$ cat src/rtl/iere_pkg.sv
`timescale 1ns / 1ps
// ----------------------------------------------------------------------------
// iere_pkg
// Shared types and constants of the input event record encoder: event modes,
// configuration register indexes, the record passed from front to back end,
// and the record queue geometry.
// ----------------------------------------------------------------------------
package iere_pkg;

    // Event modes on the input channel; codes 11 to 15 are ignored
    typedef enum logic [3:0] {
        MODE_ENABLE    = 4'd0,
        MODE_DISABLE   = 4'd1,
        MODE_PRESS     = 4'd2,
        MODE_RELEASE   = 4'd3,
        MODE_MOVE      = 4'd4,
        MODE_KEYDOWN   = 4'd5,
        MODE_KEYUP     = 4'd6,
        MODE_FOCUS_IN  = 4'd7,
        MODE_FOCUS_OUT = 4'd8,
        MODE_ENTER     = 4'd9,
        MODE_EXIT      = 4'd10
    } t_mode;

    // Configuration register indexes
    typedef enum logic [1:0] {
        CFG_AREA_WIDTH    = 2'd0,
        CFG_AREA_HEIGHT   = 2'd1,
        CFG_CHUNK_LIMIT   = 2'd2,
        CFG_MOVE_INTERVAL = 2'd3
    } t_cfg_idx;

    localparam int CFG_IDX_W  = 2;
    localparam int CFG_DATA_W = 16;

    // Register reset values
    localparam logic [9:0]  AREA_WIDTH_RST    = 10'd789;
    localparam logic [9:0]  AREA_HEIGHT_RST   = 10'd532;
    localparam logic [11:0] CHUNK_LIMIT_RST   = 12'd500;
    localparam logic [15:0] MOVE_INTERVAL_RST = 16'd50;

    // Record geometry: code byte, time byte, up to three payload bytes
    localparam int REC_BYTES = 5;
    localparam int REC_IDX_W = $clog2(REC_BYTES);
    localparam int PAY_BYTES = REC_BYTES - 2;

    typedef logic [REC_IDX_W-1:0] t_len;

    typedef struct packed {
        logic [REC_BYTES-1:0][7:0] bytes;
        t_len                      len;
        logic                      rot;
    } t_rec;

    // Record queue between front and back end (power of two)
    localparam int FIFO_DEPTH = 2;
    localparam int FIFO_AW    = $clog2(FIFO_DEPTH);

endpackage

$ cat src/rtl/iere_front.sv
`timescale 1ns / 1ps
// ----------------------------------------------------------------------------
// iere_front
// Front end: accepts events, filters and classifies them against tracking
// state and configuration, then builds one complete record per kept event
// but an enable (time delta divided by ten, chunk rotation) and pushes it to the queue.
// ----------------------------------------------------------------------------
module iere_front (
    input  logic                                i_clk,
    input  logic                                i_rst_n,
    // event input
    input  logic                                i_in_valid,
    output logic                                o_in_ready,
    input  logic [3:0]                          i_mode,
    input  logic [31:0]                         i_now_ticks,
    input  logic signed [11:0]                  i_x_pos,
    input  logic signed [11:0]                  i_y_pos,
    input  logic [2:0]                          i_button,
    input  logic [11:0]                         i_key_code,
    // configuration writes
    input  logic                                i_cfg_wr,
    input  logic [iere_pkg::CFG_IDX_W-1:0]      i_cfg_index,
    input  logic [iere_pkg::CFG_DATA_W-1:0]     i_cfg_data,
    // record queue write side
    output logic                                o_wr_valid,
    input  logic                                i_wr_ready,
    output iere_pkg::t_rec                      o_wr_rec
);

    // Record codes
    localparam logic [7:0] CODE_PRESS_PRI   = 8'd1;
    localparam logic [7:0] CODE_PRESS_SEC   = 8'd2;
    localparam logic [7:0] CODE_RELEASE_PRI = 8'd3;
    localparam logic [7:0] CODE_RELEASE_SEC = 8'd4;
    localparam logic [7:0] CODE_MOVE_SMALL  = 8'd5;
    localparam logic [7:0] CODE_MOVE_MID    = 8'd6;
    localparam logic [7:0] CODE_MOVE_ABS    = 8'd7;
    localparam logic [7:0] CODE_KEYDOWN     = 8'd8;
    localparam logic [7:0] CODE_KEYUP       = 8'd9;
    localparam logic [7:0] CODE_MODE_OFS    = 8'd3;

    localparam logic [2:0] BUTTON_PRIMARY   = 3'd1;

    // Record lengths
    localparam iere_pkg::t_len LEN_SHORT = 3'd2;
    localparam iere_pkg::t_len LEN_ONE   = 3'd3;
    localparam iere_pkg::t_len LEN_TWO   = 3'd4;
    localparam iere_pkg::t_len LEN_THREE = 3'd5;

    // Time delta: saturate at 250 units of ten ticks, divide by reciprocal
    localparam logic [11:0] DT_SAT_TICKS = 12'd2510;
    localparam logic [11:0] DT_CLIP      = 12'd2500;
    localparam logic [13:0] DIV10_MUL    = 14'd6554;
    localparam int          DIV10_SHIFT  = 16;

    // Key remap points
    localparam logic [11:0] KEY_A     = 12'd1000;
    localparam logic [11:0] KEY_B     = 12'd1001;
    localparam logic [11:0] KEY_C     = 12'd1002;
    localparam logic [11:0] KEY_D     = 12'd1003;
    localparam logic [11:0] KEY_HIGH  = 12'd1008;
    localparam logic [11:0] KEY_SHIFT = 12'd992;
    localparam logic [7:0]  KEY_A_MAP = 8'd11;
    localparam logic [7:0]  KEY_B_MAP = 8'd12;
    localparam logic [7:0]  KEY_C_MAP = 8'd14;
    localparam logic [7:0]  KEY_D_MAP = 8'd15;

    // Classified event held between the two front stages
    typedef struct packed {
        logic                                 clr;
        logic [7:0]                           code;
        logic [11:0]                          dt;
        iere_pkg::t_len                       len;
        logic [iere_pkg::PAY_BYTES-1:0][7:0]  pay;
    } t_s1;

    function automatic logic [7:0] f_remap(input logic [11:0] key);
        logic [11:0] k;
        begin
            k = key;
            if (key == KEY_A) begin
                k = {4'd0, KEY_A_MAP};
            end else if (key == KEY_B) begin
                k = {4'd0, KEY_B_MAP};
            end else if (key == KEY_C) begin
                k = {4'd0, KEY_C_MAP};
            end else if (key == KEY_D) begin
                k = {4'd0, KEY_D_MAP};
            end else if (key >= KEY_HIGH) begin
                k = key - KEY_SHIFT;
            end
            return k[7:0];
        end
    endfunction

    // Configuration registers
    logic [9:0]  r_area_w;
    logic [9:0]  r_area_h;
    logic [11:0] r_chunk_limit;
    logic [15:0] r_move_int;

    // Tracking state
    logic        r_tracking, n_tracking;
    logic [31:0] r_last_time, n_last_time;
    logic [31:0] r_last_move, n_last_move;
    logic [9:0]  r_last_x, n_last_x;
    logic [9:0]  r_last_y, n_last_y;
    logic [11:0] r_fill, n_fill;

    // Stage one register
    logic        r_s1_vld;
    t_s1         r_s1, n_s1;
    logic        c_keep;

    logic        in_acc;
    logic        s1_done;
    logic        in_area;
    logic [31:0] d_time;
    logic        dt_sat;
    logic [31:0] d_move;
    logic        move_due;
    logic [10:0] dx;
    logic [10:0] dy;
    logic        step_small;
    logic        step_mid;
    logic [7:0]  pos_hi;
    logic [7:0]  pos_mid;
    logic [7:0]  pos_lo;

    logic [25:0] s2_prod;
    logic [12:0] fill_sum;
    logic        rot;

    // Stage one advances when empty or when its event leaves
    assign s1_done    = r_s1_vld && (r_s1.clr || i_wr_ready);
    assign o_in_ready = !r_s1_vld || s1_done;
    assign in_acc     = i_in_valid && o_in_ready;

    // Write configuration registers
    always_ff @(posedge i_clk) begin
        if (!i_rst_n) begin
            r_area_w      <= iere_pkg::AREA_WIDTH_RST;
            r_area_h      <= iere_pkg::AREA_HEIGHT_RST;
            r_chunk_limit <= iere_pkg::CHUNK_LIMIT_RST;
            r_move_int    <= iere_pkg::MOVE_INTERVAL_RST;
        end else if (i_cfg_wr) begin
            case (iere_pkg::t_cfg_idx'(i_cfg_index))
                iere_pkg::CFG_AREA_WIDTH:    r_area_w      <= i_cfg_data[9:0];
                iere_pkg::CFG_AREA_HEIGHT:   r_area_h      <= i_cfg_data[9:0];
                iere_pkg::CFG_CHUNK_LIMIT:   r_chunk_limit <= i_cfg_data[11:0];
                iere_pkg::CFG_MOVE_INTERVAL: r_move_int    <= i_cfg_data[15:0];
                default: ;
            endcase
        end
    end

    // Compute area, time and step checks of the incoming event
    always_comb begin
        in_area  = (i_x_pos[11:10] == 2'b00) && (i_x_pos[9:0] < r_area_w) &&
                   (i_y_pos[11:10] == 2'b00) && (i_y_pos[9:0] < r_area_h);
        d_time   = i_now_ticks - r_last_time;
        dt_sat   = (d_time[31:12] != '0) || (d_time[11:0] >= DT_SAT_TICKS);
        d_move   = i_now_ticks - r_last_move;
        move_due = !((d_move[31:16] == '0) && (d_move[15:0] < r_move_int));
        dx       = {1'b0, i_x_pos[9:0]} - {1'b0, r_last_x};
        dy       = {1'b0, i_y_pos[9:0]} - {1'b0, r_last_y};
        step_small = ((dx[10:3] == '0) || (dx[10:3] == '1)) &&
                     ((dy[10:3] == '0) || (dy[10:3] == '1));
        step_mid   = ((dx[10:7] == '0) || (dx[10:7] == '1)) &&
                     ((dy[10:7] == '0) || (dy[10:7] == '1));
        // absolute position x + 1024*y, big-endian
        pos_hi  = {4'd0, i_y_pos[9:6]};
        pos_mid = {i_y_pos[5:0], i_x_pos[9:8]};
        pos_lo  = i_x_pos[7:0];
    end

    // Classify event: decide whether it yields a record, update tracking state
    always_comb begin
        n_tracking  = r_tracking;
        n_last_time = r_last_time;
        n_last_move = r_last_move;
        n_last_x    = r_last_x;
        n_last_y    = r_last_y;
        c_keep      = 1'b0;
        n_s1.clr    = 1'b0;
        n_s1.code   = '0;
        n_s1.dt     = dt_sat ? DT_CLIP : d_time[11:0];
        n_s1.len    = LEN_SHORT;
        n_s1.pay    = '0;
        case (iere_pkg::t_mode'(i_mode))
            iere_pkg::MODE_ENABLE: begin
                n_tracking  = 1'b1;
                n_last_time = i_now_ticks;
                c_keep      = 1'b1;
                n_s1.clr    = 1'b1;
            end
            iere_pkg::MODE_DISABLE: begin
                n_tracking = 1'b0;
            end
            iere_pkg::MODE_PRESS: begin
                if (r_tracking && in_area) begin
                    c_keep      = 1'b1;
                    n_last_time = i_now_ticks;
                    n_s1.code   = (i_button == BUTTON_PRIMARY) ? CODE_PRESS_PRI
                                                                : CODE_PRESS_SEC;
                    n_s1.len    = LEN_THREE;
                    n_s1.pay    = {pos_lo, pos_mid, pos_hi};
                end
            end
            iere_pkg::MODE_RELEASE: begin
                if (r_tracking) begin
                    c_keep      = 1'b1;
                    n_last_time = i_now_ticks;
                    n_s1.code   = (i_button == BUTTON_PRIMARY) ? CODE_RELEASE_PRI
                                                                : CODE_RELEASE_SEC;
                end
            end
            iere_pkg::MODE_MOVE: begin
                if (r_tracking && in_area && move_due) begin
                    c_keep      = 1'b1;
                    n_last_time = i_now_ticks;
                    n_last_move = i_now_ticks;
                    n_last_x    = i_x_pos[9:0];
                    n_last_y    = i_y_pos[9:0];
                    if (step_small) begin
                        n_s1.code   = CODE_MOVE_SMALL;
                        n_s1.len    = LEN_ONE;
                        n_s1.pay[0] = {~dy[3], dy[2:0], ~dx[3], dx[2:0]};
                    end else if (step_mid) begin
                        n_s1.code   = CODE_MOVE_MID;
                        n_s1.len    = LEN_TWO;
                        n_s1.pay[0] = {~dx[7], dx[6:0]};
                        n_s1.pay[1] = {~dy[7], dy[6:0]};
                    end else begin
                        n_s1.code   = CODE_MOVE_ABS;
                        n_s1.len    = LEN_THREE;
                        n_s1.pay    = {pos_lo, pos_mid, pos_hi};
                    end
                end
            end
            iere_pkg::MODE_KEYDOWN,
            iere_pkg::MODE_KEYUP: begin
                if (r_tracking) begin
                    c_keep      = 1'b1;
                    n_last_time = i_now_ticks;
                    n_s1.code   = (iere_pkg::t_mode'(i_mode) == iere_pkg::MODE_KEYDOWN)
                                  ? CODE_KEYDOWN : CODE_KEYUP;
                    n_s1.len    = LEN_ONE;
                    n_s1.pay[0] = f_remap(i_key_code);
                end
            end
            iere_pkg::MODE_FOCUS_IN,
            iere_pkg::MODE_FOCUS_OUT,
            iere_pkg::MODE_ENTER,
            iere_pkg::MODE_EXIT: begin
                if (r_tracking) begin
                    c_keep      = 1'b1;
                    n_last_time = i_now_ticks;
                    n_s1.code   = {4'd0, i_mode} + CODE_MODE_OFS;
                end
            end
            default: ;
        endcase
    end

    // Update tracking state on each transfer
    always_ff @(posedge i_clk) begin
        if (!i_rst_n) begin
            r_tracking  <= 1'b0;
            r_last_time <= '0;
            r_last_move <= '0;
            r_last_x    <= '0;
            r_last_y    <= '0;
        end else if (in_acc) begin
            r_tracking  <= n_tracking;
            r_last_time <= n_last_time;
            r_last_move <= n_last_move;
            r_last_x    <= n_last_x;
            r_last_y    <= n_last_y;
        end
    end

    // Hold the classified event in stage one
    always_ff @(posedge i_clk) begin
        if (!i_rst_n) begin
            r_s1_vld <= 1'b0;
        end else if (o_in_ready) begin
            r_s1_vld <= in_acc && c_keep;
        end
    end

    always_ff @(posedge i_clk) begin
        if (in_acc) begin
            r_s1 <= n_s1;
        end
    end

    // Stage two: divide delta by ten, decide chunk rotation, assemble record
    always_comb begin
        s2_prod  = 26'(r_s1.dt) * 26'(DIV10_MUL);
        fill_sum = {1'b0, r_fill} + 13'(r_s1.len);
        rot      = fill_sum >= {1'b0, r_chunk_limit};
        if (r_s1.clr) begin
            n_fill = '0;
        end else if (rot) begin
            n_fill = 12'(r_s1.len);
        end else begin
            n_fill = fill_sum[11:0];
        end
        o_wr_rec.bytes[0] = r_s1.code;
        o_wr_rec.bytes[1] = s2_prod[DIV10_SHIFT +: 8];
        for (int k = 0; k < iere_pkg::PAY_BYTES; k++) begin
            o_wr_rec.bytes[k + 2] = r_s1.pay[k];
        end
        o_wr_rec.len = r_s1.len;
        o_wr_rec.rot = rot;
    end

    assign o_wr_valid = r_s1_vld && !r_s1.clr;

    // Advance chunk fill when a record leaves or an enable passes
    always_ff @(posedge i_clk) begin
        if (!i_rst_n) begin
            r_fill <= '0;
        end else if (s1_done) begin
            r_fill <= n_fill;
        end
    end

endmodule

$ cat src/rtl/iere_fifo.sv
`timescale 1ns / 1ps
// ----------------------------------------------------------------------------
// iere_fifo
// Short record queue between front and back end, so that either side can
// stall without holding the other.
// ----------------------------------------------------------------------------
module iere_fifo (
    input  logic           i_clk,
    input  logic           i_rst_n,
    input  logic           i_wr_valid,
    output logic           o_wr_ready,
    input  iere_pkg::t_rec i_wr_rec,
    output logic           o_rd_valid,
    input  logic           i_rd_pop,
    output iere_pkg::t_rec o_rd_rec
);

    localparam int CNT_W = iere_pkg::FIFO_AW + 1;
    localparam logic [CNT_W-1:0]            CNT_FULL = CNT_W'(iere_pkg::FIFO_DEPTH);
    localparam logic [iere_pkg::FIFO_AW-1:0] PTR_LAST =
        iere_pkg::FIFO_AW'(iere_pkg::FIFO_DEPTH - 1);

    iere_pkg::t_rec                 r_mem [iere_pkg::FIFO_DEPTH];
    logic [iere_pkg::FIFO_AW-1:0]   r_wptr, n_wptr;
    logic [iere_pkg::FIFO_AW-1:0]   r_rptr, n_rptr;
    logic [CNT_W-1:0]               r_count, n_count;
    logic                           push;
    logic                           pop;

    assign o_wr_ready = (r_count != CNT_FULL);
    assign o_rd_valid = (r_count != '0);
    assign push       = i_wr_valid && o_wr_ready;
    assign pop        = i_rd_pop && o_rd_valid;
    assign o_rd_rec   = r_mem[r_rptr];

    // Advance pointers and occupancy
    always_comb begin
        n_wptr  = r_wptr;
        n_rptr  = r_rptr;
        n_count = r_count;
        if (push) begin
            n_wptr = (r_wptr == PTR_LAST) ? '0 : r_wptr + 1'b1;
        end
        if (pop) begin
            n_rptr = (r_rptr == PTR_LAST) ? '0 : r_rptr + 1'b1;
        end
        if (push && !pop) begin
            n_count = r_count + 1'b1;
        end else if (pop && !push) begin
            n_count = r_count - 1'b1;
        end
    end

    always_ff @(posedge i_clk) begin
        if (!i_rst_n) begin
            r_wptr  <= '0;
            r_rptr  <= '0;
            r_count <= '0;
        end else begin
            r_wptr  <= n_wptr;
            r_rptr  <= n_rptr;
            r_count <= n_count;
        end
    end

    // Store pushed record
    always_ff @(posedge i_clk) begin
        if (push) begin
            r_mem[r_wptr] <= i_wr_rec;
        end
    end

    a_count_range: assert property (@(posedge i_clk) disable iff (!i_rst_n)
        r_count <= CNT_FULL)
        else $error("record queue occupancy above depth");

    a_count_push: assert property (@(posedge i_clk) disable iff (!i_rst_n)
        (push && !pop) |=> (r_count == $past(r_count) + 1'b1))
        else $error("record queue occupancy missed a push");

    a_ptr_gap: assert property (@(posedge i_clk) disable iff (!i_rst_n)
        (r_count == '0) |-> (r_wptr == r_rptr))
        else $error("record queue empty with pointers apart");

endmodule

$ cat src/rtl/iere_back.sv
`timescale 1ns / 1ps
// ----------------------------------------------------------------------------
// iere_back
// Back end: takes records from the queue and sends them out one byte per
// transfer, flagging the chunk start and the final byte of each record.
// ----------------------------------------------------------------------------
module iere_back (
    input  logic           i_clk,
    input  logic           i_rst_n,
    input  logic           i_rd_valid,
    output logic           o_rd_pop,
    input  iere_pkg::t_rec i_rd_rec,
    output logic           o_out_valid,
    input  logic           i_out_ready,
    output logic [7:0]     o_data_byte,
    output logic           o_chunk_start,
    output logic           o_last
);

    logic           r_busy, n_busy;
    iere_pkg::t_rec r_rec;
    iere_pkg::t_len r_idx, n_idx;
    logic           cur_last;
    logic           out_acc;
    logic           done;
    logic           load;

    assign cur_last = (r_idx == r_rec.len - 1'b1);
    assign out_acc  = r_busy && i_out_ready;
    assign done     = out_acc && cur_last;
    assign load     = (!r_busy || done) && i_rd_valid;
    assign o_rd_pop = load;

    // Step through the bytes of the current record
    always_comb begin
        n_busy = r_busy;
        n_idx  = r_idx;
        if (load) begin
            n_busy = 1'b1;
            n_idx  = '0;
        end else if (done) begin
            n_busy = 1'b0;
        end else if (out_acc) begin
            n_idx = r_idx + 1'b1;
        end
    end

    always_ff @(posedge i_clk) begin
        if (!i_rst_n) begin
            r_busy <= 1'b0;
            r_idx  <= '0;
        end else begin
            r_busy <= n_busy;
            r_idx  <= n_idx;
        end
    end

    always_ff @(posedge i_clk) begin
        if (load) begin
            r_rec <= i_rd_rec;
        end
    end

    // Drive the output byte from the held record
    assign o_out_valid   = r_busy;
    assign o_data_byte   = r_rec.bytes[r_idx];
    assign o_chunk_start = r_rec.rot && (r_idx == '0);
    assign o_last        = cur_last;

    a_no_bubble: assert property (@(posedge i_clk) disable iff (!i_rst_n)
        (done && i_rd_valid) |=> r_busy)
        else $error("gap between queued records");

    a_idx_range: assert property (@(posedge i_clk) disable iff (!i_rst_n)
        r_busy |-> (r_idx < r_rec.len))
        else $error("byte index past record length");

    a_pop_idle: assert property (@(posedge i_clk) disable iff (!i_rst_n)
        (r_busy && !done) |-> !o_rd_pop)
        else $error("record taken while previous one still sending");

endmodule

$ cat src/rtl/input_event_record_encoder_core.sv
`timescale 1ns / 1ps
// ----------------------------------------------------------------------------
// input_event_record_encoder_core
// Encodes timestamped input events into compact byte records: a code byte,
// a time-delta byte and up to three payload bytes, sent one byte per transfer.
// ----------------------------------------------------------------------------
// Path: an accepted event is registered in the classify stage, its record is
//   built, written to the queue and loaded into the back end output register.
// Throughput: one event per cycle enters while the queue has room; records
//   leave at one byte per cycle while the output is ready, so a record takes
//   2 to 5 transfers at the byte-wide output.
// Reset: synchronous, active low; tracking off, times, position and chunk
//   fill cleared, registers at their defaults, no cleanup pass needed.
module input_event_record_encoder_core (
    input  logic                            i_clk,
    input  logic                            i_rst_n,
    // event input
    input  logic                            i_in_valid,
    output logic                            o_in_ready,
    input  logic [3:0]                      i_mode,
    input  logic [31:0]                     i_now_ticks,
    input  logic signed [11:0]              i_x_pos,
    input  logic signed [11:0]              i_y_pos,
    input  logic [2:0]                      i_button,
    input  logic [11:0]                     i_key_code,
    // byte output
    output logic                            o_out_valid,
    input  logic                            i_out_ready,
    output logic [7:0]                      o_data_byte,
    output logic                            o_chunk_start,
    output logic                            o_last,
    // configuration writes
    input  logic                            i_cfg_valid,
    output logic                            o_cfg_ready,
    input  logic [iere_pkg::CFG_IDX_W-1:0]  i_cfg_index,
    input  logic [iere_pkg::CFG_DATA_W-1:0] i_cfg_data
);

    logic           wr_valid;
    logic           wr_ready;
    iere_pkg::t_rec wr_rec;
    logic           rd_valid;
    logic           rd_pop;
    iere_pkg::t_rec rd_rec;

    // Take configuration writes at any time
    assign o_cfg_ready = 1'b1;

    iere_front u_front (
        .i_clk       (i_clk),
        .i_rst_n     (i_rst_n),
        .i_in_valid  (i_in_valid),
        .o_in_ready  (o_in_ready),
        .i_mode      (i_mode),
        .i_now_ticks (i_now_ticks),
        .i_x_pos     (i_x_pos),
        .i_y_pos     (i_y_pos),
        .i_button    (i_button),
        .i_key_code  (i_key_code),
        .i_cfg_wr    (i_cfg_valid),
        .i_cfg_index (i_cfg_index),
        .i_cfg_data  (i_cfg_data),
        .o_wr_valid  (wr_valid),
        .i_wr_ready  (wr_ready),
        .o_wr_rec    (wr_rec)
    );

    iere_fifo u_fifo (
        .i_clk      (i_clk),
        .i_rst_n    (i_rst_n),
        .i_wr_valid (wr_valid),
        .o_wr_ready (wr_ready),
        .i_wr_rec   (wr_rec),
        .o_rd_valid (rd_valid),
        .i_rd_pop   (rd_pop),
        .o_rd_rec   (rd_rec)
    );

    iere_back u_back (
        .i_clk         (i_clk),
        .i_rst_n       (i_rst_n),
        .i_rd_valid    (rd_valid),
        .o_rd_pop      (rd_pop),
        .i_rd_rec      (rd_rec),
        .o_out_valid   (o_out_valid),
        .i_out_ready   (i_out_ready),
        .o_data_byte   (o_data_byte),
        .o_chunk_start (o_chunk_start),
        .o_last        (o_last)
    );

endmodule
$ cat config.mk
export PLATFORM = sky130hd
export DESIGN_NAME = input_event_record_encoder_core
export DESIGN_NICKNAME = d
export VERILOG_FILES = /design/src/rtl/iere_pkg.sv /design/src/rtl/iere_front.sv /design/src/rtl/iere_fifo.sv /design/src/rtl/iere_back.sv /design/src/rtl/input_event_record_encoder_core.sv
export SDC_FILE = /design/constraint.sdc
export NUM_CORES = 1
export LEC_CHECK = 0
export ABC_AREA = 1
export BUFFER_PORTS_ARGS = -buffer_cell sky130_fd_sc_hd__buf_4
export CORE_ASPECT_RATIO = 1.75
export CORE_MARGIN = 1
export CORE_UTILIZATION = 40
export CTS_CLUSTER_DIAMETER = 30
export DETAILED_ROUTE_END_ITERATION = 6
export PLACE_DENSITY = 0.67
export SYNTH_ARGS = -nofsm -noshare
export SYNTH_HDL_FRONTEND = slang
export SYNTH_HIERARCHICAL = 1
export SYNTH_SLANG_ARGS = --single-unit
export TNS_END_PERCENT = 30
$ cat constraint.sdc
create_clock -name i_clk -period 4.9 [get_ports i_clk]
set_input_delay 0.245 -clock i_clk [delete_from_list [all_inputs] [get_ports i_clk]]
set_output_delay 0.245 -clock i_clk [all_outputs]
set_load 0.05 [all_outputs]
# == Word-level counts from Yosys, hierarchy flattened ==
# Memories as Yosys holds them, arrays and structs flattened. A register that Yosys moved wholly into a read port is not among the register bits.
# Cells that the tools add are included.
# W data, S select, Z words.
# word_totals
wordCells,191
regBits,202
output_inout_bits,13
ramBits,88
romBits,0
latchBits,0
memories,1
input_bits,98
# memory_table
memory,words,word_bits,rd,rd_clocked_by_memory_dff,write_ports,line_no,rtl
u_fifo.r_mem,2,44,1,1,1,iere_fifo.sv:23,iere_pkg::t_rec r_mem [iere_pkg::FIFO_DEPTH];
# op_classes
shift,0
bitwise_logic,6
eq_ne,27
addsub,13
mux,51
reduce_logical,62
n_mul,1
n_div,0
order_cmp,7
# ops
cell,n
$pmux W32 S4,1
$mux W8,15
$mux W32,3
$sub A32 B32 Y32,2
$mux W27,2
$eq A12 B10 Y1 const B,4
$pmux W8 S5,1
$mux W16,2
$pmux W16 S2,1
$bmux W8 S3,1
$mux W12,2
$pmux W8 S3,1
$mul A12 B12 Y23 const B,1
$sub A10 B10 Y11,2
$eq A4 B4 Y1 const B,5
$logic_and A1 B1 Y1,20
$lt A10 B10 Y1,2
$reduce_bool A20 Y1,1
$eq A4 B3 Y1 const B,4
$eq A8 B8 Y1 const B,2
$logic_not A16 Y1,1
$logic_not A8 Y1,2
$lt A16 B16 Y1,1
$mux W1,14
39 further kinds,77

# == Logic depth before layout (Yosys ltp) ==
# Gate-level depths: netlist (run 1).
# logic_depth
depth_word,9
mapped_depth,24
ltp_nobuf,23

# == Cells and area by module ==
# The synthesis (run 1) kept the hierarchy.
# modules_own_cells
mod,n_inst,area_each_um2,cells_each,seq_area_each_um2
iere_front,1,17878.4,2677,4274.1
iere_fifo,1,3619.7,174,2742.6
iere_back,1,2013.2,164,1401.3
input_event_record_encoder_core,1,11.3,2,0.0

# == Least setup slack after synthesis (run 1) ==
# No wires, ideal clock.
# synth_path
kind,register -> register
startpoint,register u_front/r_s1[30] (netlist name)
endpoint,"memory u_fifo/r_mem[0][19] (netlist name), data pin"
t_required_ps,4634
path_stages_with_launch,19
path_buffers,0
t_arrival_ps,4096
path_slack_ps,538
synth_period_minus_slack_ps,4362
setup_time_ps,266
path_cell_list,edfxtp_1 > ha_1 > inv_1 > fa_1 > inv_1 > fa_1 > fa_1 > inv_1 > fa_1 > inv_1 > ha_1 > nand2_1 > nor2_1 > nand4_1 > o2111ai_1 > nand2_1 > nand2_1 > a21oi_1 > xor2_1
# synth_lines
item,line_no,rtl
from (decl),iere_front.sv:112,"t_s1 r_s1, n_s1;"
from (signal assigned),iere_front.sv:294,r_s1 <= n_s1;
to (decl),iere_fifo.sv:23,

==> reports/results.ini, run 1 <==
[drt]
drc = 0
wl_per_cell_um = 15.09
drt_iter0_markers = 754
first_pass_iters = 5
drtAntennaViolNets = 0
vias_per_cell = 4.871
dr_total_vias = 19470
drt_wl_total_um = 60310

[yosys]
yosys.cell_types.count = 62
synth_edf_count = 177
yosysWarnings = 6
synth_area_mm2 = 0.02352
ys_ff_latch = 332
seq_area_frac_synth_pct = 35.79
yosys_most_used_dff = edfxtp_1
async_flop_share_pct = 0
synthCells = 3017
syn_avg_cell_area_um2 = 7.797

[grt]
antenna_found_initial = 3
grtUsageTotal_pct = 20.41
grt_pass1_vias = 19070
grt-ovfl-total = 0
grt_pass1_wl_um = 95050
grt_max_degree = 105

[floorplanning]
die_w_um = 185.3
io_pins = 111
rows = 117
die_y_um = 322.8
core_area_mm2 = 0.05812
die_area_mm2 = 0.05982
initial_core_util_pct = 40.47

[placed_design]
io_buffers = 109
dpl_cell_area_mm2 = 0.02484
gp_congestion = 0.9861
dp_hpwl_um = 47620

[timing]
worstMarginPinSlew_ns = 0.9105
relSlewSlack_pct = 38.83
period_share_pct = 94.07
finalHoldViolations = 0
finalSetupViolations = 0
slew_viol_final = 0
fin_worst_skew_ns = 0.03734
tns_ns = 0
timing.fmax_mhz = 216.9
finalCriticalPeriod_ns = 4.610
grt_setup_unrepaired = no

[clock_network]
cts_max_level = 2
cts_buffers = 56
cts_num_sinks = 332
tritoncts = yes
worst_skew_pair.late_latency_ns = 0.60
clk_pin_slew_ns = 0.05
root_buffer = clkbuf_16
cts.path.max_buffers = 3

[pwr]
peakVddDrop_v = 0.0004349
powerDensity_mw_per_mm2 = 317.6
leakage_nw = 12.94

[critical_path]
critical_path.max_stage_delay_ns = 0.54
endpoint = u_fifo/r_mem[0][19]
r2r_end = u_fifo/r_mem[0][19]
crit_slowest_cell = fa_1
crit_required_ns = 5.21
cp_cell_sequence = ha_1 -> inv_1 -> fa_1 -> inv_1 -> fa_1 -> fa_1 -> inv_1 -> fa_1 -> inv_1 -> ha_1 -> nand2_1 -> nor2_1 -> nand4_1 -> o2111ai_2 -> nand2_1 -> nand2_1 -> a21oi_1 -> xor2_1
crit_family = adder cells
worst-path-buf-inv = 4
cp.depth = 18
worstSetupStartpoint = u_front/r_s1[34]
rr_worst_depth = 18
start_kind = register
reg2reg_from = u_front/r_s1[34]
r2r_slack_ns = 0.29
critPathCaptureType = register
critPathKind = reg2reg
worst_ep_arrival_time_ns = 4.92
worst-path-max-fanout = 5

[hold_path]
hold_path_class = in2reg
hold_depth = 3

[flow_run]
cap_viol_max_count = 0

[final_layout]
drive_above_1_share_pct = 10.24
nets = 3541
final_util_pct = 47.34
n_antenna_cell = 0
area_growth_pct = 16.96
postLayoutCellArea_mm2 = 0.02751
fillCellCount = 5685

[run_status]
status = completed

==> worst register-to-register path, stage by stage, from the launching register on <==
cell	delay [ns]
edfxtp_1	0.47
ha_1	0.32
inv_1	0.07
fa_1	0.49
inv_1	0.05
fa_1	0.50
fa_1	0.54
inv_1	0.06
fa_1	0.53
inv_1	0.04
ha_1	0.30
nand2_1	0.07
nor2_1	0.13
nand4_1	0.13
o2111ai_2	0.16
nand2_1	0.11
nand2_1	0.11
a21oi_1	0.08
xor2_1	0.15
==> cells in the final DEF, fill, tap and decap left out, types with 41 or more instances in the layout <==
cell | synthesis | final
edfxtp_1 | 177 | 177
nand2_1 | 754 | 754
inv_1 | 489 | 488
o21ai_0 | 93 | 93
ha_1 | 220 | 219
dfxtp_1 | 155 | 154
a21oi_1 | 187 | 187
xor2_1 | 44 | 44
buf_4 | 37 | 129
fa_1 | 43 | 43
nand3b_1 | 41 | 41
nor2_1 | 332 | 330
clkbuf_16 | 0 | 59
dlygate4sd3_1 | 0 | 67
nand3_1 | 122 | 122
==> flip-flops by register name, summed over array words and instances, names as in the netlist, 2 cells and up, named ones only <==
name / cells
u_fifo/r_mem: 88
u_back/r_rec: 44
u_front/o_wr_rec: 32
u_front/r_last_move: 32
u_front/r_last_time: 32
u_front/r_move_int: 16
u_front/r_s1: 13
u_front/r_chunk_limit: 12
u_front/r_fill: 12
u_front/r_area_h: 10
u_front/r_area_w: 10
u_front/r_last_x: 10
u_front/r_last_y: 10
u_back/r_idx: 3
u_fifo/r_count: 2
==> area by class of cell <==
class	instances	area [um2]	share of cell area [%]
multi-input combinational	2092	12610	45.84
sequential	332	8419	30.60
inverter	501	1881	6.835
timing repair buffer	197	1659	6.030
clock buffer	60	1490	5.416
tap	773	967.2	3.515
clock inverter	42	484.2	1.760
==> where the power goes <==
group | leakage (nW) | internal, mW | switching (mW) | total (mW)
Clock | 0.935 | 2.51 | 1.49 | 4.00
Sequential | 2.90 | 3.03 | 0.0296 | 3.06
Combinational | 9.10 | 0.645 | 1.04 | 1.68
==> per-layer routing <==
| metal | GRT usage (%) | share of wire (%) | up-vias |
|---|---|---|---|
| met4 | 10.76 | 5.3 | 6 |
| met1 | 19.82 | 36 | 8856 |
| met3 | 2.721 | 4.1 | 152 |
| li1 | - | - | 10024 |
| met2 | 40.56 | 55 | 432 |
| met5 | 0 | 0.061 | - |
==> logic make-up after synthesis <==
group | count (synthesis) | synth area share, %
buffers and inverters | 596 | 10.86
other | 2 | 0.03193
multiplexers | 45 | 2.793
flip-flops | 332 | 35.79
adder cells (fa/ha/maj) | 263 | 15.36
XOR/XNOR | 65 | 2.452
AO/OA/AOI/OAI | 358 | 8.564
AND/OR/NAND/NOR | 1356 | 24.15
==> metrics by stage <==
stage	instances	total power, mW	setup WS [ns]	hold WS, ns
3_5_place_dp	3827	4.736	0.2650	0.4298
6_report	3997	8.739	0.2903	0.02232
4_1_cts	3996	8.813	0.1961	0.003481
5_1_grt	3997	9.165	0.00004707	0.02416
2_1_floorplan	3020	4.291	0.5381	0.3663
3_3_place_gp	3827	4.716	0.3041	0.4233
==> cells in the mapped netlist (all sizes together), types with 8 or more instances <==
library cell / count / area share, %
buf: 69 / 2.4
nand4: 34 / 0.93
inv: 499 / 8.0
nor3: 31 / 0.75
xor2: 45 / 1.7
nand3b: 41 / 1.3
nor2: 341 / 5.6
a21oi: 188 / 4.0
o22ai: 8 / 0.21
o211ai: 21 / 0.69
clkbuf: 26 / 0.43
a32o: 8 / 0.34
fa: 43 / 3.7
or2: 8 / 0.21
mux2: 45 / 2.8
o21ai: 94 / 2.0
nand3: 125 / 2.7
xnor2: 20 / 0.74
ha: 220 / 12
nand2: 765 / 12
edfxtp: 177 / 23
dfxtp: 155 / 13
==> how the worst min path moves through the flow <==
stage | start | end | slack [ns]
final | i_cfg_data[3] | u_front/r_area_h[3] | 0.02
after global routing | i_cfg_data[3] | u_front/r_area_h[3] | 0.02
after CTS | i_cfg_data[3] | u_front/r_area_w[3] | 0.003
after detailed placement | u_front/o_wr_rec[20] | u_fifo/r_mem[0][20] | 0.43
after global placement | u_front/o_wr_rec[31] | u_fifo/r_mem[0][31] | 0.42
after floorplan | i_rst_n | u_fifo/r_count[1] | 0.37
==> timing repair <==
action | 4_1_cts | 5_1_grt
endpoints found under the hold margin | 88 | 0
endpoints found under the setup margin | 0 | 2
setup buffers | 0 | 1
hold buffers | 67 | 0
gates resized for setup | 0 | 2
No activity file was read; power rests on OpenSTA's default activity.
==> run 2: changes to the inputs <==
--- a/config.mk
+++ b/config.mk
@@ -11,6 +11,6 @@
 export CORE_MARGIN = 1
-export CORE_UTILIZATION = 40
+export CORE_UTILIZATION = 25
 export CTS_CLUSTER_DIAMETER = 30
 export DETAILED_ROUTE_END_ITERATION = 6
-export PLACE_DENSITY = 0.67
+export PLACE_DENSITY = 0.5
 export SYNTH_ARGS = -nofsm -noshare
--- a/constraint.sdc
+++ b/constraint.sdc
@@ -3,2 +3,2 @@
 set_output_delay 0.245 -clock i_clk [all_outputs]
-set_load 0.05 [all_outputs]
+set_load 0.01 [all_outputs]
==> run 2 against run 1 <==
Net effect: the run now ends with design-rule violations left; core utilization is 17 points lower; final cell count is 12% higher; sequential cell count stayed put; first-iteration DRC count is 12% higher; non-clock buffer count is 4 higher; critical path depth is 2 lower; critical endpoint is now u_fifo/r_mem[1][16].
==> reports/results.ini, run 2 (synthesis results as in run 1) <==
[run_status]
status = finished with violations
violations = design-rule violations

[timing]
fin_worst_skew_ns = 0.02836
finalHoldViolations = 0
finalSetupViolations = 0
worstMarginPinSlew_ns = 0.9989
period_share_pct = 94.85
tns_ns = 0
finalCriticalPeriod_ns = 4.648
timing.fmax_mhz = 215.2
grt_setup_unrepaired = no
relSlewSlack_pct = 32.90
slew_viol_final = 0

[critical_path]
crit_required_ns = 5.26
reg2reg_from = u_front/r_s1[33]
r2r_slack_ns = 0.25
worst-path-max-fanout = 5
endpoint = u_fifo/r_mem[1][16]
r2r_end = u_fifo/r_mem[1][16]
rr_worst_depth = 16
worstSetupStartpoint = u_front/r_s1[33]
start_kind = register
worst_ep_arrival_time_ns = 5.01
critPathCaptureType = register
critPathKind = reg2reg

[hold_path]
hold_depth = 3
hold_path_class = in2reg

[drt]
drtAntennaViolNets = 0
drt_wl_total_um = 66520
top_layer = met5
drc = 20
dr_total_vias = 19373
first_pass_iters = 7
wl_per_cell_um = 14.89
dr_wl_met3_um = 2272
drt_iter0_markers = 845
vias_per_cell = 4.337
met1_length_um = 25220
wl_met2_um = 36310

[floorplanning]
die_w_um = 233.9
die_area_mm2 = 0.09537
rows = 148
io_pins = 111
core_area_mm2 = 0.09314
die_y_um = 407.8
initial_core_util_pct = 25.25

[final_layout]
layout.cells.most_common = nand2_1
drive_above_1_share_pct = 10.94
final_util_pct = 30.76
largest_reg_flops = 88
reg_top3 = u_fifo/r_mem x88, u_back/r_rec x44
area_growth_pct = 21.81
nets = 3563
regMostFlops = u_fifo/r_mem
final_cell_mix = 754 x nand2_1, 487 x inv_1, 330 x nor2_1

[pwr]
powerDensity_mw_per_mm2 = 341.2
peakVddDrop_v = 0.0002435
leakage_nw = 13.25

[grt]
antenna_found_initial = 7
grt_max_degree = 79
grt_pass1_vias = 19090
grt_pass1_wl_um = 103100
grt-ovfl-total = 0
grtUsageTotal_pct = 14.09

[clock_network]
cts_num_sinks = 332
cts.path.max_buffers = 3
root_buffer = clkbuf_16
cts_buffers = 74
cts_max_level = 3
cts_hold_buf = 71
tritoncts = yes
worst_skew_pair.late_latency_ns = 0.63
clk_pin_slew_ns = 0.05
post-cts-setup-buffers = 0
ctsResizeCount = 0

[placed_design]
io_buffers = 109
dp_hpwl_um = 52880
gp_congestion = 0.8962

[flow_run]
cap_viol_max_count = 0

run 2: changes by cell type in the layout (fill, tap and decap cells not counted), moves of 3 or more:
cell	change
clkbuf_1	+6
clkbuf_16	+16
clkinv_2	+11
clkinv_4	+3
diode_2	+4
dlygate4sd3_1	+4
inv_6	-8
inv_8	+4
run 2: through the flow:
stage | hold WS (ns) | cell area [um2] | setup slack, ns | power [mW] | instances
after floorplan | 0.3663 | 23530 | 0.5381 | 4.282 | 3020
after global placement | 0.4237 | 25380 | 0.2852 | 4.761 | 4255
after detailed placement | 0.4290 | 25380 | 0.2549 | 4.768 | 4255
after CTS | 0.0005546 | 28640 | 0.2382 | 9.928 | 4463
after global routing | 0.04123 | 28650 | 0.03221 | 10.28 | 4466
final | 0.04374 | 28650 | 0.2524 | 9.777 | 4467
run 2: final cells by class:
class / count / area (um2)
Clock inverter: 53 / 609.3
Timing Repair Buffer: 201 / 1699
Clock buffer: 84 / 1941
Inverter: 501 / 1881
Antenna cell: 4 / 10.01
Sequential cell: 332 / 8419
Multi-Input combinational cell: 2092 / 12590
Fill cell: 10076 / 64490
Tap cell: 1200 / 1501
run 2: power breakdown:
part           internal [mW]  total (mW)  switching, mW
clock network           3.23        5.03           1.79
logic                  0.650        1.69           1.04
registers               3.03        3.06         0.0294
run 2: layer usage:
layer / vias up / track usage, %
li1: 10111 / -
met1: 8792 / 14.26
met2: 335 / 27.44
met3: 131 / 1.964
met4: 4 / 6.785
met5: - / 0
run 2: worst max-delay path, cell delays in order (launching register included):
cell and delay [ns]:
edfxtp_1 0.48, ha_1 0.38, inv_1 0.07, fa_1 0.51
fa_1 0.52, fa_1 0.54, inv_1 0.05, fa_1 0.47
ha_1 0.34, a21oi_1 0.13, o21ai_0 0.12, nand2_1 0.07
o2111ai_1 0.20, buf_4 0.21, nand3_1 0.06, nand2_1 0.06
xor2_1 0.15
run 2: how the worst min path moves through the flow:
stage                               startpoint  slack, ns                  end
after floorplan                        i_rst_n       0.37    u_fifo/r_count[1]
after global placement     u_front/o_wr_rec[5]       0.42   u_fifo/r_mem[0][5]
after detailed placement  u_front/o_wr_rec[26]       0.43  u_fifo/r_mem[1][26]
after CTS                       i_cfg_index[1]     0.0006  u_front/r_area_h[9]
after global routing            i_cfg_index[1]       0.04  u_front/r_area_h[9]
final                           i_cfg_index[1]       0.04  u_front/r_area_h[4]
